**config.mk**
```make
export PLATFORM = sky130hd
export DESIGN_NAME = epa_ctrl
export DESIGN_NICKNAME = d
export VERILOG_FILES = /design/src/design/extent_page_allocator_top_macros.svh /design/src/design/epa_pkg.sv /design/src/design/epa_ctrl.sv
export SDC_FILE = /design/constraint.sdc
export NUM_CORES = 1
export LEC_CHECK = 0
export ABC_CLOCK_PERIOD_IN_PS = 2700
export BUFFER_PORTS_ARGS = -buffer_cell sky130_fd_sc_hd__buf_2
export CORE_UTILIZATION = 53
export DETAILED_ROUTE_END_ITERATION = 10
export PLACE_DENSITY = 0.8
export SKIP_LAST_GASP = 1
export SYNTH_ARGS = -nofsm -noshare
export SYNTH_HDL_FRONTEND = slang
export SYNTH_SLANG_ARGS = --single-unit
```
**constraint.sdc**
```tcl
create_clock -name clk -period 2.7 [get_ports clk]
set_clock_uncertainty 0.1 [all_clocks]
set_input_delay 0 -clock clk [delete_from_list [all_inputs] [get_ports clk]]
set_output_delay 0 -clock clk [all_outputs]
set_load 0.03 [all_outputs]
```
**src/design/extent_page_allocator_top_macros.svh**
```systemverilog
// assertion macros for the extent allocator rtl
// expects clk and arst_n in the scope of the module that uses them
`ifndef EXTENT_PAGE_ALLOCATOR_TOP_MACROS_SVH
`define EXTENT_PAGE_ALLOCATOR_TOP_MACROS_SVH

// property checked at every clock edge outside reset
`define EPA_CHECK(lbl, prop, msg) \
	lbl: assert property (@(posedge clk) disable iff (!arst_n) prop) \
		else $error(msg);

// consequent must hold in the cycle after the antecedent
`define EPA_CHECK_NEXT(lbl, ante, cons, msg) \
	lbl: assert property (@(posedge clk) disable iff (!arst_n) (ante) |=> (cons)) \
		else $error(msg);

`endif

```
**src/design/epa_pkg.sv**
```systemverilog
// types and codes of the extent page allocator
// used by the controller, the datapath and the top level
package epa_pkg;

	localparam logic [3:0] KIND_UNSET   = 4'd0;
	localparam logic [3:0] KIND_FREE    = 4'd5;
	localparam logic [3:0] KIND_ALLOC   = 4'd8;
	localparam logic [3:0] KIND_RESERVE = 4'd9;
	localparam logic [3:0] KIND_LIMIT   = 4'd10;

	localparam logic [2:0] OP_ADD       = 3'd0;
	localparam logic [2:0] OP_MARK      = 3'd1;
	localparam logic [2:0] OP_ALLOC     = 3'd2;
	localparam logic [2:0] OP_ALLOC_RES = 3'd3;
	localparam logic [2:0] OP_FREE      = 3'd4;

	typedef enum logic [2:0] {
		ST_OK          = 3'd0,
		ST_NO_BLOCK    = 3'd1,
		ST_MID_BLOCK   = 3'd2,
		ST_DOUBLE_FREE = 3'd3,
		ST_NO_SPACE    = 3'd4,
		ST_NO_RESERVE  = 3'd5,
		ST_TABLE_FULL  = 3'd6
	} st_code_t;

	typedef enum logic [2:0] {
		SC_READ, SC_CONTAIN, SC_PREV, SC_SEEK_L, SC_SEEK0, SC_UNSET, SC_RESERVE, SC_RELEASE
	} sc_mode_t;

	typedef enum logic [4:0] {
		DP_NOP, DP_LOAD, DP_SCAN, DP_SAVE_P, DP_PUT_MAIN, DP_PUT_TAIL,
		DP_W_E_GROW_PL, DP_W_E_GROW_L, DP_W_PUT_NEW, DP_W_P_SHRINK, DP_W_P_UNSET,
		DP_W_P_SET, DP_W_P_HEAD, DP_W_P_FREE, DP_W_E_UNSET, DP_W_P_GROW_E,
		DP_ALLOC_HIT, DP_RES_HIT, DP_SET_STATUS, DP_DROP, DP_FINISH
	} dp_op_t;

	typedef struct packed {
		dp_op_t   op;
		sc_mode_t mode;
		st_code_t code;
	} dp_cmd_t;

	typedef struct packed {
		logic clearing;
		logic busy;
		logic hit;
		logic put_skip;
		logic put_free;
		logic e_free;
		logic e_len_ge_l;
		logic e_extend;
		logic prev_ok;
		logic b_eq_pbase;
		logic b_nonzero;
		logic p_len_gt_l;
		logic p_free;
		logic rel_merge;
		logic kind_ok;
		logic out_free;
	} dp_stat_t;

endpackage

```
**src/design/epa_ctrl.sv**
```systemverilog
// controller: sequences table scans and writes for each request
// depends on epa_pkg
module epa_ctrl
	import epa_pkg::*;
(
	input  logic       clk,
	input  logic       arst_n,
	input  logic       req_valid,
	output logic       req_ready,
	input  logic [2:0] operation,
	input  dp_stat_t   st,
	output dp_cmd_t    cmd
);

	typedef enum logic [30:0] {
		S_CLEAR    = 31'b1 << 0,
		S_IDLE     = 31'b1 << 1,
		S_DISPATCH = 31'b1 << 2,
		S_PUT_MAIN = 31'b1 << 3,
		S_PUT_TAIL = 31'b1 << 4,
		S_PUT_CHK  = 31'b1 << 5,
		S_PUT_FS   = 31'b1 << 6,
		S_PUT_GROW = 31'b1 << 7,
		S_PUT_SCAN = 31'b1 << 8,
		S_PUT_NEW  = 31'b1 << 9,
		S_RT_SCAN  = 31'b1 << 10,
		S_RT_CASE  = 31'b1 << 11,
		S_RT_PREV  = 31'b1 << 12,
		S_RT_MERGE = 31'b1 << 13,
		S_RT_TRIM  = 31'b1 << 14,
		S_RT_NOPREV = 31'b1 << 15,
		S_RT_HEAD  = 31'b1 << 16,
		S_FIX      = 31'b1 << 17,
		S_FIX_SEEK = 31'b1 << 18,
		S_TF_RD    = 31'b1 << 19,
		S_TF_SEEK1 = 31'b1 << 20,
		S_TF_SEEK2 = 31'b1 << 21,
		S_TF_SEEK0 = 31'b1 << 22,
		S_TF_TAKE  = 31'b1 << 23,
		S_RES_SCAN = 31'b1 << 24,
		S_REL_SCAN = 31'b1 << 25,
		S_REL_CHK  = 31'b1 << 26,
		S_REL_FS   = 31'b1 << 27,
		S_REL_M1   = 31'b1 << 28,
		S_REL_M2   = 31'b1 << 29,
		S_FINISH   = 31'b1 << 30
	} state_t;

	state_t     state_q, state_d, ret_q, ret_d;
	logic [2:0] op_q, op_d;
	logic       launched_q, is_scan, scan_done;

	assign scan_done = launched_q && !st.busy;

	always_comb begin
		cmd       = '{op: DP_NOP, mode: SC_READ, code: ST_OK};
		state_d   = state_q;
		ret_d     = ret_q;
		op_d      = op_q;
		is_scan   = 1'b0;
		req_ready = 1'b0;
		case (state_q)
			S_CLEAR: if (!st.clearing) state_d = S_IDLE;
			S_IDLE: begin
				req_ready = 1'b1;
				if (req_valid) begin
					cmd.op  = DP_LOAD;
					op_d    = operation;
					state_d = S_DISPATCH;
				end
			end
			S_DISPATCH: begin
				case (op_q)
					OP_ADD: begin
						ret_d   = S_FINISH;
						state_d = S_PUT_MAIN;
					end
					OP_MARK:  state_d = st.kind_ok ? S_RT_SCAN : S_FINISH;
					OP_ALLOC: state_d = S_TF_RD;
					OP_ALLOC_RES: begin
						if (st.kind_ok) begin
							state_d = S_RES_SCAN;
						end else begin
							cmd.op   = DP_SET_STATUS;
							cmd.code = ST_NO_RESERVE;
							state_d  = S_FINISH;
						end
					end
					OP_FREE: state_d = S_REL_SCAN;
					default: state_d = S_FINISH;
				endcase
			end
			S_PUT_MAIN: begin
				cmd.op  = DP_PUT_MAIN;
				state_d = S_PUT_CHK;
			end
			S_PUT_TAIL: begin
				cmd.op  = DP_PUT_TAIL;
				ret_d   = S_RT_HEAD;
				state_d = S_PUT_CHK;
			end
			S_PUT_CHK: begin
				if (st.put_skip)
					state_d = ret_q;
				else if (st.put_free)
					state_d = S_PUT_FS;
				else
					state_d = S_PUT_SCAN;
			end
			S_PUT_FS: begin
				is_scan = 1'b1;
				if (scan_done) state_d = st.e_extend ? S_PUT_GROW : S_PUT_SCAN;
			end
			S_PUT_GROW: begin
				cmd.op  = DP_W_E_GROW_PL;
				state_d = ret_q;
			end
			S_PUT_SCAN: begin
				is_scan  = 1'b1;
				cmd.mode = SC_UNSET;
				if (scan_done) begin
					if (st.hit) begin
						state_d = S_PUT_NEW;
					end else begin
						cmd.op  = DP_DROP;
						state_d = ret_q;
					end
				end
			end
			S_PUT_NEW: begin
				cmd.op  = DP_W_PUT_NEW;
				state_d = ret_q;
			end
			S_RT_SCAN: begin
				is_scan  = 1'b1;
				cmd.mode = SC_CONTAIN;
				if (scan_done) begin
					if (st.hit) begin
						cmd.op  = DP_SAVE_P;
						state_d = S_RT_CASE;
					end else begin
						ret_d   = S_FIX;
						state_d = S_PUT_MAIN;
					end
				end
			end
			S_RT_CASE: begin
				if (st.b_eq_pbase) begin
					state_d = st.b_nonzero ? S_RT_PREV : S_RT_NOPREV;
				end else begin
					// split: new range, then the tail, then cut the head
					ret_d   = S_PUT_TAIL;
					state_d = S_PUT_MAIN;
				end
			end
			S_RT_PREV: begin
				is_scan  = 1'b1;
				cmd.mode = SC_PREV;
				if (scan_done) state_d = st.prev_ok ? S_RT_MERGE : S_RT_NOPREV;
			end
			S_RT_MERGE: begin
				cmd.op  = DP_W_E_GROW_L;
				state_d = S_RT_TRIM;
			end
			S_RT_TRIM: begin
				cmd.op  = st.p_len_gt_l ? DP_W_P_SHRINK : DP_W_P_UNSET;
				state_d = S_FIX;
			end
			S_RT_NOPREV: begin
				if (st.p_len_gt_l) begin
					cmd.op  = DP_W_P_SHRINK;
					ret_d   = S_FIX;
					state_d = S_PUT_MAIN;
				end else begin
					cmd.op  = DP_W_P_SET;
					state_d = S_FIX;
				end
			end
			S_RT_HEAD: begin
				cmd.op  = DP_W_P_HEAD;
				state_d = S_FIX;
			end
			S_FIX: begin
				is_scan = 1'b1;
				if (scan_done) state_d = st.e_free ? S_FINISH : S_FIX_SEEK;
			end
			S_FIX_SEEK: begin
				is_scan  = 1'b1;
				cmd.mode = SC_SEEK0;
				if (scan_done) state_d = S_FINISH;
			end
			S_TF_RD: begin
				is_scan = 1'b1;
				if (scan_done) begin
					if (!st.e_free)
						state_d = S_TF_SEEK1;
					else if (st.e_len_ge_l)
						state_d = S_TF_TAKE;
					else
						state_d = S_TF_SEEK2;
				end
			end
			S_TF_SEEK1: begin
				is_scan  = 1'b1;
				cmd.mode = SC_SEEK_L;
				if (scan_done) begin
					if (st.hit) begin
						state_d = S_TF_TAKE;
					end else begin
						cmd.op   = DP_SET_STATUS;
						cmd.code = ST_NO_SPACE;
						state_d  = S_FINISH;
					end
				end
			end
			S_TF_SEEK2: begin
				is_scan  = 1'b1;
				cmd.mode = SC_SEEK_L;
				if (scan_done) state_d = st.hit ? S_TF_TAKE : S_TF_SEEK0;
			end
			S_TF_SEEK0: begin
				is_scan  = 1'b1;
				cmd.mode = SC_SEEK0;
				if (scan_done) begin
					cmd.op   = DP_SET_STATUS;
					cmd.code = ST_NO_SPACE;
					state_d  = S_FINISH;
				end
			end
			S_TF_TAKE: begin
				cmd.op  = DP_ALLOC_HIT;
				state_d = S_RT_SCAN;
			end
			S_RES_SCAN: begin
				is_scan  = 1'b1;
				cmd.mode = SC_RESERVE;
				if (scan_done) begin
					if (st.hit) begin
						cmd.op  = DP_RES_HIT;
						state_d = S_RT_SCAN;
					end else begin
						cmd.op   = DP_SET_STATUS;
						cmd.code = ST_NO_RESERVE;
						state_d  = S_FINISH;
					end
				end
			end
			S_REL_SCAN: begin
				is_scan  = 1'b1;
				cmd.mode = SC_RELEASE;
				if (scan_done) begin
					if (st.hit) begin
						cmd.op  = DP_SAVE_P;
						state_d = S_REL_CHK;
					end else begin
						cmd.op   = DP_SET_STATUS;
						cmd.code = ST_NO_BLOCK;
						state_d  = S_FINISH;
					end
				end
			end
			S_REL_CHK: begin
				if (!st.b_eq_pbase) begin
					cmd.op   = DP_SET_STATUS;
					cmd.code = ST_MID_BLOCK;
					state_d  = S_FINISH;
				end else if (st.p_free) begin
					cmd.op   = DP_SET_STATUS;
					cmd.code = ST_DOUBLE_FREE;
					state_d  = S_FINISH;
				end else begin
					cmd.op  = DP_W_P_FREE;
					state_d = S_REL_FS;
				end
			end
			S_REL_FS: begin
				is_scan = 1'b1;
				if (scan_done) state_d = st.rel_merge ? S_REL_M1 : S_FINISH;
			end
			S_REL_M1: begin
				cmd.op  = DP_W_E_UNSET;
				state_d = S_REL_M2;
			end
			S_REL_M2: begin
				cmd.op  = DP_W_P_GROW_E;
				state_d = S_FINISH;
			end
			S_FINISH: begin
				if (st.out_free) begin
					cmd.op  = DP_FINISH;
					state_d = S_IDLE;
				end
			end
			default: state_d = S_IDLE;
		endcase
		if (is_scan && !launched_q)
			cmd.op = DP_SCAN;
	end

	always_ff @(posedge clk or negedge arst_n) begin
		if (!arst_n) begin
			state_q    <= S_CLEAR;
			ret_q      <= S_FINISH;
			op_q       <= OP_ADD;
			launched_q <= 1'b0;
		end else begin
			state_q    <= state_d;
			ret_q      <= ret_d;
			op_q       <= op_d;
			launched_q <= is_scan && (!launched_q || st.busy);
		end
	end

endmodule

```
==> results of run 1 <==
## power groups by stage
| stage | logic, W | registers, W | clock network (W) |
|---|---|---|---|
| 5_1_grt | 0.00228 | 0.000787 | 0.000561 |
| 4_1_cts | 0.00172 | 0.000743 | 0.000519 |
| 6_report | 0.00223 | 0.000789 | 0.000543 |
| 3_5_place_dp | 0.00151 | 0.000749 | 0 |
| 2_1_floorplan | 0.000933 | 0.000747 | 0 |
| 3_3_place_gp | 0.00149 | 0.000745 | 0 |
## stage by stage
stage	setup slack, ns	setup TNS, ns	instances
2_1_floorplan	-0.0532	-0.281	321
3_3_place_gp	-0.120	-1.32	486
3_5_place_dp	-0.237	-2.52	486
4_1_cts	-0.201	-1.05	524
5_1_grt	-0.648	-9.09	536
6_report	-0.625	-8.55	536
## placed cells by master (no fill, tap or decap), drive strengths merged, types with 6 or more instances in the layout
master	synthesis	layout
nand3	18	18
a21oi	7	7
nor4	19	19
dlygate4sd3	0	17
nor2	37	37
dfrtp	37	37
nand2b	6	6
nor3	12	12
nand2	25	25
mux2	8	8
or4	8	8
nand4	10	10
o21ai	13	13
inv	15	15
and3	12	12
clkbuf	5	8
buf	7	132
## logic make-up after synthesis
logic type / count (synthesis) / synth area share, %
AND/OR/NAND/NOR: 191 / 41.2
flip-flops: 39 / 35.8
buffers and inverters: 27 / 4.57
multiplexers: 8 / 3.43
AO/OA/AOI/OAI: 49 / 12.8
XOR/XNOR: 7 / 2.24
## registers in the layout (all words and copies together) (netlist names)
name and count:
launched_q 1, op_q 3, ret_q 4, state_q 31
## per-layer routing
metal	vias to the layer above	wire length, um
li1	1499	-
met1	1848	4830
met2	554	6360
met3	241	2350
met4	0	1780
met5	-	0
## worst max-delay path, stage by stage (launching register included)
cell and delay [ns]:
dfrtp_1 0.39, or4_4 0.62, nor4_4 0.33, buf_6 0.19
buf_4 0.12, nand4b_1 0.19, a21oi_1 0.41, nor2_1 0.15
nand4_1 0.28, buf_4 0.23
## worst max path at each step
stage,endpoint,slack (ns),start
floorplan,state_q[8]$_DFFE_PN0P_,-0.05,state_q[9]$_DFFE_PN0P_
global placement,ret_q[4]$_DFFE_PN0P_,-0.12,state_q[13]$_DFFE_PN0P_
global route,cmd[9],-0.65,state_q[26]$_DFFE_PN0P_
finish,cmd[9],-0.62,state_q[26]$_DFFE_PN0P_
detailed placement,ret_q[4]$_DFFE_PN0P_,-0.24,state_q[13]$_DFFE_PN0P_
CTS,cmd[7],-0.20,state_q[20]$_DFFE_PN0P_
## Yosys cell counts, types with 6 or more instances
| master | instances | area share (%) |
|---|---|---|
| a21oi_1 | 7 | 1.3 |
| and3_1 | 7 | 1.6 |
| dfrtp_1 | 37 | 34 |
| inv_1 | 15 | 2.1 |
| mux2_2 | 7 | 2.9 |
| nand2_1 | 25 | 3.4 |
| nand2b_1 | 6 | 1.4 |
| nand3_1 | 18 | 3.3 |
| nand4_1 | 10 | 2.3 |
| nor2_1 | 37 | 5.1 |
| nor3_1 | 11 | 2.0 |
| nor4_1 | 15 | 3.4 |
| o21ai_0 | 13 | 2.4 |
| or4_1 | 8 | 2.2 |
## cell type report
| type | instances | area (um^2) | share of cell area (%) |
|---|---|---|---|
| Antenna cell | 1 | 2.50 | 0.0572 |
| Clock buffer | 6 | 82.6 | 1.89 |
| Clock inverter | 2 | 35.0 | 0.800 |
| Inverter | 15 | 56.3 | 1.29 |
| Multi-Input combinational cell | 255 | 1970 | 45.1 |
| Sequential cell | 39 | 978 | 22.4 |
| Tap cell | 67 | 83.8 | 1.92 |
| Timing Repair Buffer | 151 | 1170 | 26.6 |
## timing repair
action	4_1_cts	5_1_grt
gates cloned	0	0
hold endpoints to repair	52	0
buffers inserted	13	12
hold buffers	17	0
resized for setup	41	37
pin swaps	14	11
endpoints found under the setup margin	33	40
==> impl_metrics.toml, run 1 <==
[logic_synthesis]
synth_nets = 343
netlist_area_um2 = 2740
avgSynthCellArea_um2 = 8.52
synth_seq_area_share_pct = 35.8
synth_ff_type = "dfrtp_1"
ys_warn_count = 0
synth-edff-count = 0
ys_ff_latch = 39
yosysUniqueCellTypes = 64
async_flop_share_pct = 100
syn_inst = 321

[setup_path]
r2r_setup_slack_ns = -0.37
crit_type = "flip-flop to output pin"
worstReg2RegEnd = "ret_q[4]$_DFFE_PN0P_"
start_kind = "flip-flop"
reg2reg_from = "state_q[24]$_DFFE_PN0P_"
endpoint_kind = "output pin"
crit_required_ns = 2.60
cp_max_fo = 7
reg2reg_depth = 10
arrival_ns = 3.22

[pwr]
switchingPower_w = 0.00163
switching_share_pct = 45.7
pwr-share-comb_pct = 62.6
irDropWorstVdd_v = 0.000782
powerDensity_nw_per_um2 = 814
clkPwrFrac_pct = 15.2
static-leakage-power_nw = 2.18
p_int_w = 0.00193
total_power_w = 0.00356
pwr-share-seq_pct = 22.2

[final_layout]
stdcell_area_um2 = 4380
drive_above_1_share_pct = 48.3
nets = 489
fin_util_pct = 90.3
area_growth_pct = 59.9
nFillCells = 180

[drt]
drt-total-wl_mm = 15.3
post_drt_wl_per_cell_um = 28.6
final_antenna_net_count = 0
first_pass_iters = 11
vias_per_cell = 7.73
vias = 4142
drtIter0Drc = 1247
drc = 15

[die]
coreArea_um2 = 4850
row_count = 25
die_h_um = 73.9
start_util_pct = 56.4
dieArea_um2 = 5450
fp.dieW_um = 73.9
ioPinCount = 34

[cts]
path_clk_slew_ns = 0.08
cts_tree = "done"
cts-root-buf = "clkbuf_8"
clkLatencyLatePin_ns = 0.31
clk_path_buf_depth = 2
cts_max_level = 2
clkSinkCount = 39
numCtsBuffers = 5

[placed_design]
placed_area_um2 = 3560
place_congestion = 1.07
post-dp-hpwl_mm = 7.16
io_buffer_count = 33

[sta]
period_needed_ns = 3.32
worst_pin_slew_ns = 0.944
slew_headroom_pct = 37.1
slew_violations = 0
fmax_ghz = 0.301
setup_viol = 41
rsz0062_at_grt = "true"
hold_viol_final = 0
hold_ws_ns = 0.0733
setup_ws_ns = -0.625
fin_crit_sh_pct = 123

[run_status]
status = "finished, violations left"
violations = "DRC, setup timing"

[global_routing]
grt_pass1_vias = 3472
grt_usage_pct = 44.2
busiest_layer = "met2"
grt_pass1_wl_mm = 17.3
antenna_found_initial = 1
grt-ovfl-total = 0
grt_use_met2_pct = 73.3
met3_usage_pct = 7.41
use_met1_pct = 54.8
grt_max_degree = 40

[run]
cap_viol_max_count = 0

[min_path]
hp-start = "st[13]"
whs_endpoint = "state_q[26]$_DFFE_PN0P_"
holdCritPathClass = "input pin to flip-flop"
min_path_cells = 2
(Power assumes the default switching activity.)
==> inputs of run 2 (changes only) <==
- ABC_AREA: unset -> 1
- CORE_UTILIZATION: 53 -> 56
- CTS_BUF_LIST: unset -> sky130_fd_sc_hd__clkbuf_8
- PLACE_DENSITY: 0.8 -> 0.82
==> run 2 against run 1 <==
The run now ends clean. First-iteration DRC count fell by 57%. Combinational power fell by 39%. Die area rose by 14%. Largest cell class unchanged. Highest routed layer unchanged.
==> impl_metrics.toml, run 2 <==
[logic_synthesis]
yosysTopAreaCell = "dfrtp_1"
synth_xor_area_share_pct = 0
yosys-top-cells-count = "nand2_1, nor2_1, inv_1"
ys_ff_latch = 39
synth-edff-count = 0
synth_compound_area_share_pct = 6.34
synth_seq_area_share_pct = 29.5
synth_nets = 551
ys_warn_count = 0
synth_top_area_share_pct = 27.9
synth.area.mux_share_pct = 0
synthAdderAreaFrac_pct = 0
synth_simple_gate_area_share_pct = 54.5
synth_top_family_by_area = "simple AND/OR/NAND/NOR gates"
async_flop_share_pct = 100
synth_ff_type = "dfrtp_1"
avgSynthCellArea_um2 = 6.26
syn_inst = 529
yosysMostFrequentCell = "nand2_1"
synthTopCellsByArea = "dfrtp_1, nand2_1, nor2_1, nand3_1, inv_1"
netlist_area_um2 = 3310
yosysUniqueCellTypes = 39

[final_layout]
multi_input_area_um2 = 2060
num_antenna_cells = 0
nets = 613
reg_top3 = "state_q (31), ret_q (4), op_q (3)"
nFillCells = 510
largest_register = "state_q"
largest_register_ffs = 31
stdcell_count = 664
layout_commonest_cell = "nand2_1"
area_growth_pct = 18.0
final_cell_mix = "nand2_1, nor2_1, inv_1"
seq_area_um2 = 978
drive_above_1_share_pct = 19.3

[sta]
slew_headroom_pct = 38.2
hold_viol_final = 0
rsz0062_at_grt = "true"
period_needed_ns = 2.67
slew_violations = 0
fin_crit_sh_pct = 98.9
worst_pin_slew_ns = 0.926
setup_viol = 0
hold_ws_ns = 0.0321
setup_ws_ns = 0.0297
fmax_ghz = 0.374

[global_routing]
grt-ovfl-total = 0
grt_max_degree = 40
grt_pass1_wl_mm = 18.3
antenna_found_initial = 0
grt_use_met2_pct = 63.8
met3_usage_pct = 7.59
grt_pass1_vias = 3657
grt_usage_pct = 39.4
use_met1_pct = 52.8
busiest_layer = "met2"

[drt]
drc = 0
final_antenna_net_count = 0
vias = 3891
post_drt_wl_per_cell_um = 17.7
drtIter0Drc = 530
drt-total-wl_mm = 11.8
vias_per_cell = 5.86
first_pass_iters = 5

[die]
dieArea_um2 = 6230
row_count = 27
fp.dieW_um = 78.9
start_util_pct = 59.1
die_h_um = 78.9
coreArea_um2 = 5610
ioPinCount = 34

[cts]
cts-root-buf = "clkbuf_8"
clk_path_buf_depth = 2
numCtsBuffers = 5
clkSinkCount = 39
clkLatencyLatePin_ns = 0.30
cts_max_level = 2
cts_tree = "done"
path_clk_slew_ns = 0.09

[pwr]
pwr-share-seq_pct = 29.1
irDropWorstVdd_v = 0.000624
pwr-share-comb_pct = 54.5
clkPwrFrac_pct = 16.4
switchingPower_w = 0.00129
switching_share_pct = 51.2
static-leakage-power_nw = 2.14
total_power_w = 0.00251
powerDensity_nw_per_um2 = 642
p_int_w = 0.00122

[setup_path]
reg2reg_depth = 13
crit_chain = "nor2_4, nand2_4, nor2_8, nand2_8, nor2_8, nand2_1, nand2_1, nor2_2, nor3b_1, nand2_1, nand2_1, nor2_1, buf_2"
crit_required_ns = 2.60
endpoint_kind = "output pin"
path_depth = 13
crit_type = "flip-flop to output pin"
reg2reg_from = "state_q[21]$_DFFE_PN0P_"
setup.worst_path.start = "state_q[0]$_DFFE_PN1P_"
arrival_ns = 2.57
cpLargestDelayFamily = "simple AND/OR/NAND/NOR gates"
cpMaxStageDelayCell = "dfstp_2"
r2r_setup_slack_ns = 0.18
slowest_delay_ns = 0.59
cp_common_cell = "nand2_1"
start_kind = "flip-flop"
worst-path-buf-inv = 1
cp_max_fo = 15

[placed_design]
io_buffer_count = 33
place_congestion = 1.02
post-place-ws_ns = 0.0799
post-dp-hpwl_mm = 9.25
dp_cells = 635

[run_status]
status = "finished, final reports clean"

[min_path]
holdCritPathClass = "input pin to flip-flop"
min_path_cells = 4
hp-start = "st[4]"

[run]
cap_viol_max_count = 0
-- run 2: worst min-delay path: stages --
cell and delay (ns):
buf_2 0.13, o211ai_1 0.14, nand2_1 0.08, nand2_1 0.05
-- run 2: what timing repair did --
item | in CTS | in global routing
buffers inserted | 0 | 2
endpoints found under the setup margin | 1 | 15
endpoints found under the hold margin | 57 | 0
pin swaps | 0 | 2
resized for setup | 1 | 12
hold buffers | 19 | 0
-- run 2: cells by family after synthesis --
| logic type | count (synthesis) |
|---|---|
| simple gates | 378 |
| flops | 39 |
| compound gates | 33 |
| buf+inv | 79 |
-- run 2: final timing paths --
kind,endpoint
max,cmd[10]
min,state_q[17]$_DFFE_PN0P_
max reg2reg,ret_q[4]$_DFFE_PN0P_
min reg2reg,ret_q[30]$_DFFE_PN1P_
max in group asynchronous,state_q[6]$_DFFE_PN0P_
min in group asynchronous,state_q[30]$_DFFE_PN0P_
-- run 2: metrics by stage --
stage | utilization (%) | area [um^2] | setup TNS [ns]
final | 69.7 | 3910 | 0
after global routing | 69.7 | 3910 | -0.100
after CTS | 68.7 | 3850 | 0
after detailed placement | 63.7 | 3570 | 0
after floorplan | - | 3310 | 0
after global placement | 63.7 | 3570 | 0
-- run 2: area by class of cell --
cell class                      instances  share of cell area (%)
Tap cell                               72                    2.30
Multi-Input combinational cell        411                    52.7
Inverter                               75                    7.27
Clock inverter                          3                   0.512
Sequential cell                        39                    25.0
Timing Repair Buffer                   59                    10.4
Clock buffer                            5                    1.76
-- run 2: routing by layer --
metal / up-vias / share of wire, %
met5: - / 0
met4: 0 / 3.0
met3: 47 / 10
met2: 233 / 46
met1: 1815 / 41
li1: 1796 / -
-- run 2: power by group through the flow --
stage	Sequential (W)	Combinational, W	Clock (W)
floorplan	0.000715	0.000946	0
global placement	0.000727	0.00124	0
detailed placement	0.000732	0.00125	0
CTS	0.000720	0.00128	0.000408
global route	0.000735	0.00147	0.000429
finish	0.000730	0.00137	0.000411
